--- src/rtl/core/zlh_pkg.sv ---
package zlh_pkg;

   localparam int ENC_HEADER_BYTES = 12;
   localparam int INITIAL_BYTES    = 32;

   localparam logic [31:0] SIG_VALUE     = 32'h04034B50;
   localparam logic [31:0] VERSION_VALUE = 32'h00000014;
   localparam logic [31:0] ZIP64_SIZE    = 32'hFFFFFFFF;
   localparam int          FLAG_ENCRYPTED_BIT  = 0;
   localparam int          FLAG_DESCRIPTOR_BIT = 3;

   localparam int QUEUE_DEPTH = 4;
   localparam int QPTR_W      = $clog2(QUEUE_DEPTH);
   localparam int QCNT_W      = $clog2(QUEUE_DEPTH + 1);

   localparam int RSP_DATA_W = 128;

   typedef enum logic [3:0] {
      PH_SIG,
      PH_VER,
      PH_FLAG,
      PH_MISC,
      PH_CRC,
      PH_CSIZE,
      PH_USIZE,
      PH_NLEN,
      PH_XLEN,
      PH_NAME,
      PH_EXTRA,
      PH_ENC,
      PH_INIT,
      PH_SKIP,
      PH_HALT
   } phase_type;

   typedef enum logic [2:0] {
      KIND_NAME,
      KIND_ENC,
      KIND_INIT,
      KIND_SUMMARY,
      KIND_STOP
   } kind_type;

   typedef enum logic [2:0] {
      STOP_SIGNATURE,
      STOP_VERSION,
      STOP_DESCRIPTOR,
      STOP_ZIP64,
      STOP_ENC_SHORT,
      STOP_DATA_SHORT
   } stop_type;

   // one byte's worth of results: an optional byte result, then an optional tail
   typedef struct packed {
      logic        has_byte;
      kind_type    byte_kind;
      logic [7:0]  byte_value;
      logic [15:0] byte_index;
      logic        has_tail;
      logic        tail_stop;
      stop_type    reason;
      logic [31:0] crc;
      logic [31:0] packed_size;
      logic [31:0] original_size;
      logic        encrypted;
   } work_type;

   // rsp_tdata layout, lowest field last
   typedef struct packed {
      logic [3:0]  pad;
      logic [2:0]  stop_reason;
      logic        is_encrypted;
      logic [31:0] original_size;
      logic [31:0] packed_size;
      logic [31:0] crc_value;
      logic [15:0] byte_index;
      logic [7:0]  byte_value;
   } rsp_data_type;

   function automatic logic [2:0] field_len(phase_type ph);
      logic [2:0] len;
      unique case (ph)
         PH_SIG, PH_CRC, PH_CSIZE, PH_USIZE: len = 3'd4;
         PH_MISC:                            len = 3'd6;
         default:                            len = 3'd2;
      endcase
      return len;
   endfunction

endpackage

--- src/rtl/core/zip_local_header_parser.sv ---
// channel   dir  payload
// req_      in   tdata[7:0] data_byte
// rsp_      out  tdata: byte_value, byte_index, crc_value, packed_size,
//                original_size, is_encrypted, stop_reason, zero pad;
//                tuser: kind; tlast: last_of_run
//
// One byte accepted per cycle while req_tready is high; it gives zero, one or two results.
// A byte's results pass through a queue entry and then the output register; a second
// result follows the first; results leave one per cycle while rsp_tready is high.
// A four-entry queue between parser and output stage absorbs two-result bytes and
// output stalls; req_tready drops only when it is full.
// Synchronous reset returns the parser to the signature field and empties the queue.
module zip_local_header_parser
   import zlh_pkg::*;
(
   input  logic                  clock,
   input  logic                  reset,
   input  logic                  req_tvalid,
   output logic                  req_tready,
   input  logic [7:0]            req_tdata,  // data_byte
   output logic                  rsp_tvalid,
   input  logic                  rsp_tready,
   // byte_value[7:0], byte_index[23:8], crc_value[55:24], packed_size[87:56],
   // original_size[119:88], is_encrypted[120], stop_reason[123:121], zero[127:124]
   output logic [RSP_DATA_W-1:0] rsp_tdata,
   output logic [2:0]            rsp_tuser,  // kind
   output logic                  rsp_tlast
);

   logic     push;
   work_type push_item;
   logic     pop;
   work_type head;
   logic     q_valid;
   logic     q_full;

   zlh_front u_front (
      .clock      (clock),
      .reset      (reset),
      .req_tvalid (req_tvalid),
      .req_tready (req_tready),
      .req_tdata  (req_tdata),
      .q_full     (q_full),
      .push       (push),
      .push_item  (push_item)
   );

   zlh_queue u_queue (
      .clock     (clock),
      .reset     (reset),
      .push      (push),
      .push_item (push_item),
      .pop       (pop),
      .head      (head),
      .q_valid   (q_valid),
      .q_full    (q_full)
   );

   zlh_back u_back (
      .clock      (clock),
      .reset      (reset),
      .head       (head),
      .q_valid    (q_valid),
      .pop        (pop),
      .rsp_tvalid (rsp_tvalid),
      .rsp_tready (rsp_tready),
      .rsp_tdata  (rsp_tdata),
      .rsp_tuser  (rsp_tuser),
      .rsp_tlast  (rsp_tlast)
   );

endmodule

--- src/rtl/core/zlh_front.sv ---
module zlh_front
   import zlh_pkg::*;
(
   input  logic       clock,
   input  logic       reset,
   input  logic       req_tvalid,
   output logic       req_tready,
   input  logic [7:0] req_tdata,
   input  logic       q_full,
   output logic       push,
   output work_type   push_item
);

   phase_type   phase_ff, phase_in;
   logic [15:0] cnt_ff, cnt_in;
   logic [31:0] asm_ff, asm_in;
   logic        enc_ff, enc_in;
   logic [31:0] crc_ff, crc_in;
   logic [31:0] psize_ff, psize_in;
   logic [31:0] osize_ff, osize_in;
   logic [15:0] nlen_ff, nlen_in;
   logic [15:0] xlen_ff, xlen_in;
   logic [31:0] skip_ff, skip_in;
   logic        nterm_ff, nterm_in;

   logic        accept;
   logic [7:0]  byte_in;
   logic [15:0] cnt_inc;
   logic [31:0] word;
   logic        fld_done;
   logic        name_end, extra_end, enc_end, init_end;
   logic        enc_short, data_short, enc_data_short;
   logic [31:0] psize_less_enc, skip_init, skip_dec;
   logic        hdr_end;
   phase_type   fin_phase;
   work_type    item;

   assign req_tready = !q_full;
   assign accept     = req_tvalid && req_tready;
   assign byte_in    = req_tdata;
   assign cnt_inc    = cnt_ff + 16'd1;

   assign word = (cnt_ff < 16'd4) ? (asm_ff | (32'(byte_in) << {cnt_ff[1:0], 3'b000}))
                                  : asm_ff;
   assign fld_done  = (cnt_inc == 16'(field_len(phase_ff)));
   assign name_end  = (cnt_inc == nlen_ff);
   assign extra_end = (cnt_inc == xlen_ff);
   assign enc_end   = (phase_ff == PH_ENC)  && (cnt_inc == 16'(ENC_HEADER_BYTES));
   assign init_end  = (phase_ff == PH_INIT) && (cnt_inc == 16'(INITIAL_BYTES));

   assign psize_less_enc = psize_ff - 32'(ENC_HEADER_BYTES);
   assign skip_init      = psize_ff - 32'(INITIAL_BYTES);
   assign skip_dec       = skip_ff - 32'd1;
   assign enc_short      = (psize_ff < 32'(ENC_HEADER_BYTES));
   assign data_short     = (psize_ff < 32'(INITIAL_BYTES));
   assign enc_data_short = (psize_less_enc < 32'(INITIAL_BYTES));

   // header, name and extra field all consumed on this byte
   assign hdr_end = ((phase_ff == PH_XLEN) && fld_done && (nlen_ff == 16'd0) &&
                     (word[15:0] == 16'd0)) ||
                    ((phase_ff == PH_NAME) && name_end && (xlen_ff == 16'd0)) ||
                    ((phase_ff == PH_EXTRA) && extra_end);

   assign fin_phase = enc_ff ? (enc_short ? PH_HALT : PH_ENC)
                             : (data_short ? PH_HALT : PH_INIT);

   always_comb begin
      phase_in = phase_ff;
      if (accept) begin
         unique case (phase_ff)
            PH_SIG:   if (fld_done) phase_in = (word != SIG_VALUE) ? PH_HALT : PH_VER;
            PH_VER:   if (fld_done) phase_in = (word != VERSION_VALUE) ? PH_HALT : PH_FLAG;
            PH_FLAG:  if (fld_done) phase_in = word[FLAG_DESCRIPTOR_BIT] ? PH_HALT : PH_MISC;
            PH_MISC:  if (fld_done) phase_in = PH_CRC;
            PH_CRC:   if (fld_done) phase_in = PH_CSIZE;
            PH_CSIZE: if (fld_done) phase_in = (word == ZIP64_SIZE) ? PH_HALT : PH_USIZE;
            PH_USIZE: if (fld_done) phase_in = PH_NLEN;
            PH_NLEN:  if (fld_done) phase_in = PH_XLEN;
            PH_XLEN: begin
               if (fld_done) begin
                  if (nlen_ff != 16'd0)          phase_in = PH_NAME;
                  else if (word[15:0] != 16'd0)  phase_in = PH_EXTRA;
                  else                           phase_in = fin_phase;
               end
            end
            PH_NAME: begin
               if (name_end) phase_in = (xlen_ff != 16'd0) ? PH_EXTRA : fin_phase;
            end
            PH_EXTRA: if (extra_end) phase_in = fin_phase;
            PH_ENC:   if (enc_end) phase_in = enc_data_short ? PH_HALT : PH_INIT;
            PH_INIT:  if (init_end) phase_in = (skip_init == 32'd0) ? PH_SIG : PH_SKIP;
            PH_SKIP:  if (skip_dec == 32'd0) phase_in = PH_SIG;
            PH_HALT:  phase_in = PH_HALT;
            default:  phase_in = PH_HALT;
         endcase
      end
   end

   always_comb begin
      cnt_in   = cnt_ff;
      asm_in   = asm_ff;
      enc_in   = enc_ff;
      crc_in   = crc_ff;
      psize_in = psize_ff;
      osize_in = osize_ff;
      nlen_in  = nlen_ff;
      xlen_in  = xlen_ff;
      skip_in  = skip_ff;
      nterm_in = nterm_ff;
      if (accept) begin
         if (phase_ff <= PH_XLEN) begin
            if (fld_done) begin
               cnt_in = 16'd0;
               asm_in = 32'd0;
               case (phase_ff)
                  PH_FLAG:  enc_in = word[FLAG_ENCRYPTED_BIT];
                  PH_CRC:   crc_in = word;
                  PH_CSIZE: psize_in = word;
                  PH_USIZE: osize_in = word;
                  PH_NLEN: begin
                     nlen_in  = word[15:0];
                     nterm_in = 1'b0;
                  end
                  PH_XLEN:  xlen_in = word[15:0];
                  default:  ;
               endcase
            end else begin
               cnt_in = cnt_inc;
               asm_in = word;
            end
         end else begin
            case (phase_ff)
               PH_NAME: begin
                  if (!nterm_ff && (byte_in == 8'd0)) nterm_in = 1'b1;
                  cnt_in = name_end ? 16'd0 : cnt_inc;
               end
               PH_EXTRA: cnt_in = extra_end ? 16'd0 : cnt_inc;
               PH_ENC: begin
                  cnt_in = enc_end ? 16'd0 : cnt_inc;
                  if (enc_end) psize_in = psize_less_enc;
               end
               PH_INIT: begin
                  cnt_in = init_end ? 16'd0 : cnt_inc;
                  if (init_end) skip_in = skip_init;
               end
               PH_SKIP: skip_in = skip_dec;
               default: ;
            endcase
         end
      end
   end

   always_comb begin
      item               = '0;
      item.crc           = crc_ff;
      item.packed_size   = psize_ff;
      item.original_size = osize_ff;
      item.encrypted     = enc_ff;
      item.byte_value    = byte_in;
      item.byte_index    = cnt_ff;
      item.byte_kind     = KIND_NAME;
      item.reason        = STOP_SIGNATURE;

      case (phase_ff)
         PH_NAME: item.has_byte = !nterm_ff && (byte_in != 8'd0);
         PH_ENC: begin
            item.has_byte  = 1'b1;
            item.byte_kind = KIND_ENC;
         end
         PH_INIT: begin
            item.has_byte  = 1'b1;
            item.byte_kind = KIND_INIT;
         end
         default: ;
      endcase

      if ((phase_ff == PH_SIG) && fld_done && (word != SIG_VALUE)) begin
         item.tail_stop = 1'b1;
         item.reason    = STOP_SIGNATURE;
      end else if ((phase_ff == PH_VER) && fld_done && (word != VERSION_VALUE)) begin
         item.tail_stop = 1'b1;
         item.reason    = STOP_VERSION;
      end else if ((phase_ff == PH_FLAG) && fld_done && word[FLAG_DESCRIPTOR_BIT]) begin
         item.tail_stop = 1'b1;
         item.reason    = STOP_DESCRIPTOR;
      end else if ((phase_ff == PH_CSIZE) && fld_done && (word == ZIP64_SIZE)) begin
         item.tail_stop = 1'b1;
         item.reason    = STOP_ZIP64;
      end else if (hdr_end && enc_ff && enc_short) begin
         item.tail_stop = 1'b1;
         item.reason    = STOP_ENC_SHORT;
      end else if ((hdr_end && !enc_ff && data_short) || (enc_end && enc_data_short)) begin
         item.tail_stop = 1'b1;
         item.reason    = STOP_DATA_SHORT;
      end

      item.has_tail = item.tail_stop ||
                      (init_end && (skip_init == 32'd0)) ||
                      ((phase_ff == PH_SKIP) && (skip_dec == 32'd0));

      push      = accept && (item.has_byte || item.has_tail);
      push_item = item;
   end

   always_ff @(posedge clock) begin
      if (reset) begin
         phase_ff <= PH_SIG;
         cnt_ff   <= '0;
         asm_ff   <= '0;
         enc_ff   <= 1'b0;
         crc_ff   <= '0;
         psize_ff <= '0;
         osize_ff <= '0;
         nlen_ff  <= '0;
         xlen_ff  <= '0;
         skip_ff  <= '0;
         nterm_ff <= 1'b0;
      end else begin
         phase_ff <= phase_in;
         cnt_ff   <= cnt_in;
         asm_ff   <= asm_in;
         enc_ff   <= enc_in;
         crc_ff   <= crc_in;
         psize_ff <= psize_in;
         osize_ff <= osize_in;
         nlen_ff  <= nlen_in;
         xlen_ff  <= xlen_in;
         skip_ff  <= skip_in;
         nterm_ff <= nterm_in;
      end
   end

endmodule

--- src/rtl/core/zlh_queue.sv ---
module zlh_queue
   import zlh_pkg::*;
(
   input  logic     clock,
   input  logic     reset,
   input  logic     push,
   input  work_type push_item,
   input  logic     pop,
   output work_type head,
   output logic     q_valid,
   output logic     q_full
);

   work_type            mem_ff [QUEUE_DEPTH];
   logic [QPTR_W-1:0]   wr_ff, wr_in;
   logic [QPTR_W-1:0]   rd_ff, rd_in;
   logic [QCNT_W-1:0]   cnt_ff, cnt_in;

   assign head    = mem_ff[rd_ff];
   assign q_valid = (cnt_ff != '0);
   assign q_full  = (cnt_ff == QCNT_W'(QUEUE_DEPTH));

   always_comb begin
      wr_in  = push ? wr_ff + 1'b1 : wr_ff;
      rd_in  = pop  ? rd_ff + 1'b1 : rd_ff;
      cnt_in = cnt_ff;
      if (push && !pop)      cnt_in = cnt_ff + 1'b1;
      else if (pop && !push) cnt_in = cnt_ff - 1'b1;
   end

   always_ff @(posedge clock) begin
      if (push) mem_ff[wr_ff] <= push_item;
   end

   always_ff @(posedge clock) begin
      if (reset) begin
         wr_ff  <= '0;
         rd_ff  <= '0;
         cnt_ff <= '0;
      end else begin
         wr_ff  <= wr_in;
         rd_ff  <= rd_in;
         cnt_ff <= cnt_in;
      end
   end

endmodule

--- src/rtl/core/zlh_back.sv ---
module zlh_back
   import zlh_pkg::*;
(
   input  logic                  clock,
   input  logic                  reset,
   input  work_type              head,
   input  logic                  q_valid,
   output logic                  pop,
   output logic                  rsp_tvalid,
   input  logic                  rsp_tready,
   output logic [RSP_DATA_W-1:0] rsp_tdata,
   output logic [2:0]            rsp_tuser,
   output logic                  rsp_tlast
);

   logic         valid_ff, valid_in;
   kind_type     kind_ff, kind_in;
   rsp_data_type data_ff, data_in;
   logic         last_ff, last_in;
   logic         second_ff, second_in;

   logic load;
   logic emit_byte;

   assign load      = q_valid && (!valid_ff || rsp_tready);
   assign emit_byte = head.has_byte && !second_ff;
   assign pop       = load && !(emit_byte && head.has_tail);

   always_comb begin
      valid_in  = valid_ff;
      kind_in   = kind_ff;
      data_in   = data_ff;
      last_in   = last_ff;
      second_in = second_ff;
      if (load) begin
         valid_in  = 1'b1;
         second_in = emit_byte && head.has_tail;
         data_in   = '0;
         if (emit_byte) begin
            kind_in            = head.byte_kind;
            data_in.byte_value = head.byte_value;
            data_in.byte_index = head.byte_index;
            last_in            = !head.has_tail;
         end else if (head.tail_stop) begin
            kind_in             = KIND_STOP;
            data_in.stop_reason = head.reason;
            last_in             = 1'b1;
         end else begin
            kind_in               = KIND_SUMMARY;
            data_in.crc_value     = head.crc;
            data_in.packed_size   = head.packed_size;
            data_in.original_size = head.original_size;
            data_in.is_encrypted  = head.encrypted;
            last_in               = 1'b1;
         end
      end else if (rsp_tready) begin
         valid_in = 1'b0;
      end
   end

   always_ff @(posedge clock) begin
      kind_ff <= kind_in;
      data_ff <= data_in;
      last_ff <= last_in;
   end

   always_ff @(posedge clock) begin
      if (reset) begin
         valid_ff  <= 1'b0;
         second_ff <= 1'b0;
      end else begin
         valid_ff  <= valid_in;
         second_ff <= second_in;
      end
   end

   assign rsp_tvalid = valid_ff;
   assign rsp_tdata  = data_ff;
   assign rsp_tuser  = kind_ff;
   assign rsp_tlast  = last_ff;

endmodule
--- config.mk ---
export PLATFORM = sky130hd
export DESIGN_NAME = zip_local_header_parser
export DESIGN_NICKNAME = d
export VERILOG_FILES = /design/src/rtl/core/zlh_pkg.sv /design/src/rtl/core/zip_local_header_parser.sv /design/src/rtl/core/zlh_front.sv /design/src/rtl/core/zlh_queue.sv /design/src/rtl/core/zlh_back.sv
export SDC_FILE = /design/constraint.sdc
export NUM_CORES = 1
export LEC_CHECK = 0
export BUFFER_PORTS_ARGS = -buffer_cell sky130_fd_sc_hd__buf_2
export CAP_MARGIN = 20
export CORE_MARGIN = 8
export CORE_UTILIZATION = 50
export CTS_BUF_LIST = sky130_fd_sc_hd__clkbuf_8
export DETAILED_ROUTE_END_ITERATION = 10
export PLACE_DENSITY = 0.65
export REMOVE_ABC_BUFFERS = 1
export SLEW_MARGIN = 20
export SYNTH_ARGS = -nofsm -noshare
export SYNTH_HDL_FRONTEND = slang
export SYNTH_SLANG_ARGS = --single-unit
--- constraint.sdc ---
create_clock -name clock -period 19.6 [get_ports clock]
set_input_delay 2.94 -clock clock [delete_from_list [all_inputs] [get_ports clock]]
set_output_delay 2.94 -clock clock [all_outputs]
set_load 0.01 [all_outputs]
-- After elaboration in Yosys (flattened, before gate mapping)
Memory sizes are Yosys's and may differ from the RTL's. A register that Yosys moved wholly into a read port is not among the register bits.
Cells that the tools add are included.
- register bits after elaboration: 351
- bits in writable memories: 516
- input bits: 12
- word-level logic and storage cells: 233
- memories: 1
- memories (name ; words ; bits a word ; read ports ; clocked after memory_dff ; wr ports ; RTL line ; RTL):
    u_queue.mem_ff ; 4 ; 129 ; 1 ; 1 ; 1 ; zlh_queue.sv:14 ; work_type mem_ff [QUEUE_DEPTH];
- add/subtract/negate cells: 8
- order comparisons: 5
- equality and inequality tests: 39
- shifts and indexed selects: 1
- muxes and demuxes: 67
- bitwise operators: 3
- reductions and logical operators: 84
- operators with widths (kind ; count):
    $mux 32 ; 8
    $mux 4 ; 29
    $mux 16 ; 6
    $logic_not 32->1 ; 2
    $lt 32x6->1 const B ; 2
    $pmux 16 s4 ; 1
    $pmux 32 s2 ; 1
    $pmux 4 s14 ; 1
    $logic_not 16->1 ; 3
    $reduce_bool 16->1 ; 3
    $logic_and 1x1->1 ; 33
    $eq 16x16->1 ; 2
    $eq 32x32->1 const B ; 1
    $lt 32x4->1 const B ; 1
    $ne 32x27->1 const B ; 1
    $ne 32x5->1 const B ; 1
    $or 32x32->32 ; 1
    $shl 8x5->32 ; 1
    $sub 32x1->32 const B ; 1
    $sub 32x4->32 const B ; 1
    $sub 32x6->32 const B ; 1
    $ne 2x1->1 const B ; 14
    $eq 4x4->1 const B ; 6
    $reduce_and 4->1 ; 6
    34 further kinds ; 81

-- Longest topological paths before layout
- word-level depth: 26
- gate-level depth with buffers: 19
- depth with buffers taken out: 17

-- Cells and area by module
From an unflattened synthesis, not the netlist that was laid out.
- cell total of the unflattened synthesis: 2762
- area, all modules: 37324.5 um^2
- by module, submodules not included (module ; times used ; cells each ; area each (um^2) ; sequential area each (um^2)):
    zlh_queue ; 1 ; 723 ; 19292.3 ; 15795.1
    zlh_front ; 1 ; 1750 ; 13137.6 ; 4284.1
    zlh_back ; 1 ; 289 ; 4894.7 ; 3883.7

-- Worst setup path before layout
OpenSTA, ideal clock, no wires.
- kind: input to register
- start point: in rsp_tready
- end point: reg u_queue.cnt_ff[2]
- setup time: 70 ps
- arrival: 11116 ps
- path slack: 8414 ps
- stages: 9
- buffers on the path: 0
- cell sequence: inv_1 > a21oi_1 > nand2_1 > ha_1 > inv_1 > fa_1 > xor2_1 > or3_1 > a21oi_1
- cells in the longest elaborated chain, start to end: 6
- elaborated cells on any way between the ends: 8
- RTL lines (what ; RTL line ; RTL):
    start: declaration ; zip_local_header_parser.sv:22 ; input logic rsp_tready,
    $logic_or 1x1->1 (*) ; zlh_back.sv:25 ; assign load = q_valid && (!valid_ff || rsp_tready);
    $logic_and 1x1->1 (*) ; zlh_back.sv:25 ;
    named net u_back.load ; zlh_back.sv:22 ; logic load;
    $logic_and 1x1->1 (*) ; zlh_back.sv:27 ; assign pop = load && !(emit_byte && head.has_tail);
    $logic_not 1->1 ; zlh_queue.sv:27 ; if (push && !pop) cnt_in = cnt_ff + 1'b1;
    $logic_and 1x1->1 ; zlh_queue.sv:27 ;
    $mux 3 / $reduce_bool 2->1 (equally long branches) ; - ;
    end signal: assignment ; zlh_queue.sv:43 ; cnt_ff <= cnt_in;
    end: declaration ; zlh_queue.sv:17 ; logic [QCNT_W-1:0] cnt_ff, cnt_in;
The timed path passes the listed nets; every way through them passes the cells marked *.
A chain may end at the register's enable or synchronous reset.

-- Worst setup path after layout
- start point: in req_tdata[2]
- end point: mem u_queue.mem_ff[1][70] (netlist bit) (enable)
- cells in the longest elaborated chain, start to end: 22
- elaborated cells on any way between the ends: 33
- RTL lines (what ; RTL line ; RTL):
    start: declaration ; zip_local_header_parser.sv:20 ; input logic [7:0] req_tdata,
    $shl 8x5->32 ; zlh_front.sv:43 ; assign word = (cnt_ff < 16'd4) ? (asm_ff | (32'(byte_in) << {cnt_ff[1:0], 3'b000}))
    $or 32x32->32 ; zlh_front.sv:43 ;
    $mux 32 ; zlh_front.sv:43 ;
    $logic_not 16->1 ; zlh_front.sv:60 ; (word[15:0] == 16'd0)) ||
    $logic_and 1x1->1 ; zlh_front.sv:59 ; assign hdr_end = ((phase_ff == PH_XLEN) && fld_done && (nlen_ff == 16'd0) &&
    $logic_or 1x1->1 ; zlh_front.sv:60 ;
    $logic_or 1x1->1 ; zlh_front.sv:61 ; ((phase_ff == PH_NAME) && name_end && (xlen_ff == 16'd0)) ||
    $logic_and 1x1->1 (2 in series) ; zlh_front.sv:192 ; end else if ((hdr_end && !enc_ff && data_short) || (enc_end && enc_data_short)) begin
    [... 6 more ...] ; - ;
    $mux 4 ; zlh_front.sv:177 ; if ((phase_ff == PH_SIG) && fld_done && (word != SIG_VALUE)) begin
    $logic_or 1x1->1 ; zlh_front.sv:197 ; item.has_tail = item.tail_stop ||
    $logic_or 1x1->1 ; zlh_front.sv:198 ; (init_end && (skip_init == 32'd0)) ||
    $logic_or 1x1->1 (*) ; zlh_front.sv:201 ; push = accept && (item.has_byte || item.has_tail);
    $logic_and 1x1->1 (*) ; zlh_front.sv:201 ;
    named net push ; zip_local_header_parser.sv:30 ; logic push;
    $mux 1 (*) ; zlh_queue.sv:32 ; if (push) mem_ff[wr_ff] <= push_item;
    $mux 1 (implied by the code) (*) ; zlh_queue.sv:32 ;
    end: declaration ; zlh_queue.sv:14 ;
Marked as above.

==> run metrics <==
vias between 20000 and 25000; most frequent cells in the layout 644 x edfxtp_1, 250 x nor2_1, 223 x dfxtp_1, 158 x clkbuf_8, 144 x nand2_1; unrepaired setup endpoints after global routing no; slowest stage delay, CP 0.69 ns; H-tree depth 4; Vias per Instance 6.07; worst setup path endpoint u_queue.mem_ff[1][70]; Layout area overhead 11.8%; sequential power share between 40 and 50%; IO Port Bufs 141; combinational family with the most area after synthesis simple AND/OR/NAND/NOR gates; share of the synthesized area in the top cell type 52.7%; CTS Root Cell clkbuf_8; total track usage between 20% and 30%; Crit Path Class input port to flip-flop; worst r2r src u_front.cnt_ff[0]; Max clock buf depth 3; CTS tree built; FF-to-FF End u_queue.mem_ff[1][70]; P per Cell Area 115 mW/mm^2; Netlist cell types 85; worst IR drop on VDD about 0.14 mV; Hold-fix buffers, CTS 0; setup_tns 0 ns; Data arrival, critical path slightly below 7 ns; EDFF count, synth approximately 640; Worst-Margin Slew 1.14 ns; largest net degree at the start of global routing between 70 and 80; Pleak about 14 nW; xor/xnor share of the synthesized area roughly 2.2%; Setup crit end kind flip-flop; 1st-iter DRT viols between 2000 and 2500; max_cap viols 0; Post-Syn Area per Cell ~13 sq um; Psw 1.34 mW; upper clock frequency limit 0.156 GHz; final hold vios 0; Final Setup Violations 0; Startpoint Class input port; # DRC 0; Post-CTS Resized 0; Levels on crit path 12; CTS buffer count roughly 140; main area contributors after synthesis edfxtp_1 53%, dfxtp_1 12%, mux4_2 7.9%, nor2_1 2.6%, a211oi_1 2.3%; crit path buf inv count 2; Routed Antenna Nets 0; period utilisation layout about a third; Relative slew margins between 20% and 30%; Gate power share 19.1%; status completed; I/O pins 146; number of warnings issued by yosys 0; first-pass GRT wire length about 140000 microns; Routed WL per cell 23.6 microns; Synth Instances approximately 2800; CP Cell Sequence buf_2, or4_1, or3_1, o21ai_0, nand4_1, nor3_1, a22oi_1, o32ai_2, nor4_2, a21oi_4, and2_4, buf_4; largest area contributor in the netlist edfxtp_1; mux cell area share after synthesis under 10%; Pint 3.39 mW; final WL 93300 microns; Synth async-reset ratio 0%; vias in the first global route 23449; CP required around 20 ns; Synth Area in Compound Gates around 8.5%; Synth Flop Type edfxtp_1; Worst Setup SP req_tdata[2]; post-layout util between 50% and 60%; routability cong. around 0.94; clk sink count between 800 and 900; clock transition at the registers of the reported paths approximately 0.060 ns; max-slew violations 0; dpl hpwl ~61000 microns; drt pass-1 iters 5; Die Wd roughly 290 microns; Cell Area, Synth 0.0367 sq mm; Yosys reg bits 869; Simple-Gate Fraction of Synth Area roughly an eighth; share of layout cells above drive strength 1 18.1%; post-CTS setup buffer count 0; worst-skew pair later-pin latency about 0.8 ns; min cycle time layout 6.39 ns; R2R cell count 12; CORE AREA 0.0728 sq mm; Worst Hold Class flip-flop to flip-flop; switch share 28.4%; Row Count 99; post-synthesis sequential area ratio approximately two thirds; skew final 0.0330 ns; Clk pwr share between 30% and 40%; Final #Nets 2900; adder-cell share of the synthesized area less than 1%; Die Ht about 290 microns; Slowest-stage cell, CP buf_4; Die ar. a little over 0.08 sq mm; CP max FO 59; Reg2Reg Setup Slack 13.25 ns; grt ovf 0; initial antenna violation count 2; Starting Density roughly half; critical path's top delay family simple AND/OR/NAND/NOR gates; commonest non-fill, non-tap cell in the layout edfxtp_1
==> layout make-up <==
cell class / instances / area, sq um
flip-flops and latches: 869 / 23900
well taps: 959 / 1200
repair buffers: 177 / 982
fillers: 5882 / 31800
clock inverters: 106 / 676
clock buffers: 158 / 2170
diodes: 3 / 7.51
inverters: 38 / 144
multi-input cells: 1645 / 12000
==> synthesized netlist by cell type, drive strengths merged (19+ instances only) <==
cell type / number
nor4: 59
clkbuf: 166
a211oi: 112
a21oi: 120
or4: 23
nor2b: 42
nor2: 254
or3: 22
xor2: 32
a31oi: 19
nand3: 49
nand4: 30
xnor2: 45
edfxtp: 644
o21ai: 104
a22oi: 22
nor3: 99
nand2: 144
inv: 38
dfxtp: 225
buf: 38
mux4: 129
and3: 106
==> per-stage QoR <==
step | hold WS, ns | cells | area, sq um | power [mW] | setup slack (ns)
3_3_place_gp | 0.467 | 3688 | 38200 | 3.23 | 12.56
5_1_grt | 0.501 | 3955 | 41000 | 4.95 | 12.76
2_1_floorplan | 0.438 | 2552 | 35900 | 2.90 | 8.41
6_report | 0.483 | 3955 | 41000 | 4.73 | 13.21
3_5_place_dp | 0.457 | 3688 | 38200 | 3.24 | 12.48
4_1_cts | 0.480 | 3952 | 41000 | 4.80 | 13.25
==> state kept, by name, indices dropped and copies added (netlist names), 4 cells and up, named ones only <==
register	flops
u_queue.mem_ff	516
u_back.rsp_tdata	124
u_front.asm_ff	32
u_front.crc_ff	32
u_front.osize_ff	32
u_front.psize_ff	32
u_front.skip_ff	32
u_front.cnt_ff	16
u_front.nlen_ff	16
u_front.xlen_ff	16
u_front.phase_ff	4
==> worst min-delay path by stage <==
stage / startpoint / to / slack, ns / depth (start not counted)
4_1_cts: u_front.asm_ff[21] / u_front.asm_ff[21] / 0.48 / 2
3_5_place_dp: u_front.asm_ff[21] / u_front.asm_ff[21] / 0.46 / 2
3_3_place_gp: u_front.skip_ff[25] / u_front.skip_ff[25] / 0.47 / 2
6_report: u_front.asm_ff[21] / u_front.asm_ff[21] / 0.48 / 2
5_1_grt: u_front.asm_ff[21] / u_front.asm_ff[21] / 0.50 / 2
2_1_floorplan: u_front.asm_ff[21] / u_front.asm_ff[21] / 0.44 / 2
==> layer usage <==
layer	routed length [microns]	global-route usage, %	part of all wire [%]
met3	6460	4.75	6.9
met1	41100	31.0	44
met2	43700	34.7	47
met5	22	0	0.024
met4	2070	6.75	2.2
==> worst min-delay path, cell delays in order (launching register included) <==
cell	delay, ns
dfxtp_1	0.33
a31oi_1	0.04
nor2_1	0.07
==> power by group through the flow <==
| stage | combinational (mW) | clock (mW) | sequential, mW |
|---|---|---|---|
| 6_report | 0.905 | 1.55 | 2.27 |
| 5_1_grt | 0.985 | 1.67 | 2.29 |
| 4_1_cts | 0.933 | 1.59 | 2.28 |
| 3_5_place_dp | 0.929 | 0 | 2.31 |
| 3_3_place_gp | 0.923 | 0 | 2.31 |
| 2_1_floorplan | 0.446 | 0 | 2.46 |
==> cell families (layout without fill, tap and decap cells) <==
logic type / Yosys count / after routing
buffers and inverters: 242 / 479
AND/OR/NAND/NOR: 917 / 917
adder cells (fa/ha/maj): 14 / 14
AO/OA/AOI/OAI: 486 / 486
flip-flops: 869 / 869
XOR/XNOR: 83 / 83
multiplexers: 141 / 141
other: 1 / 7
(Power assumes the default switching activity.)
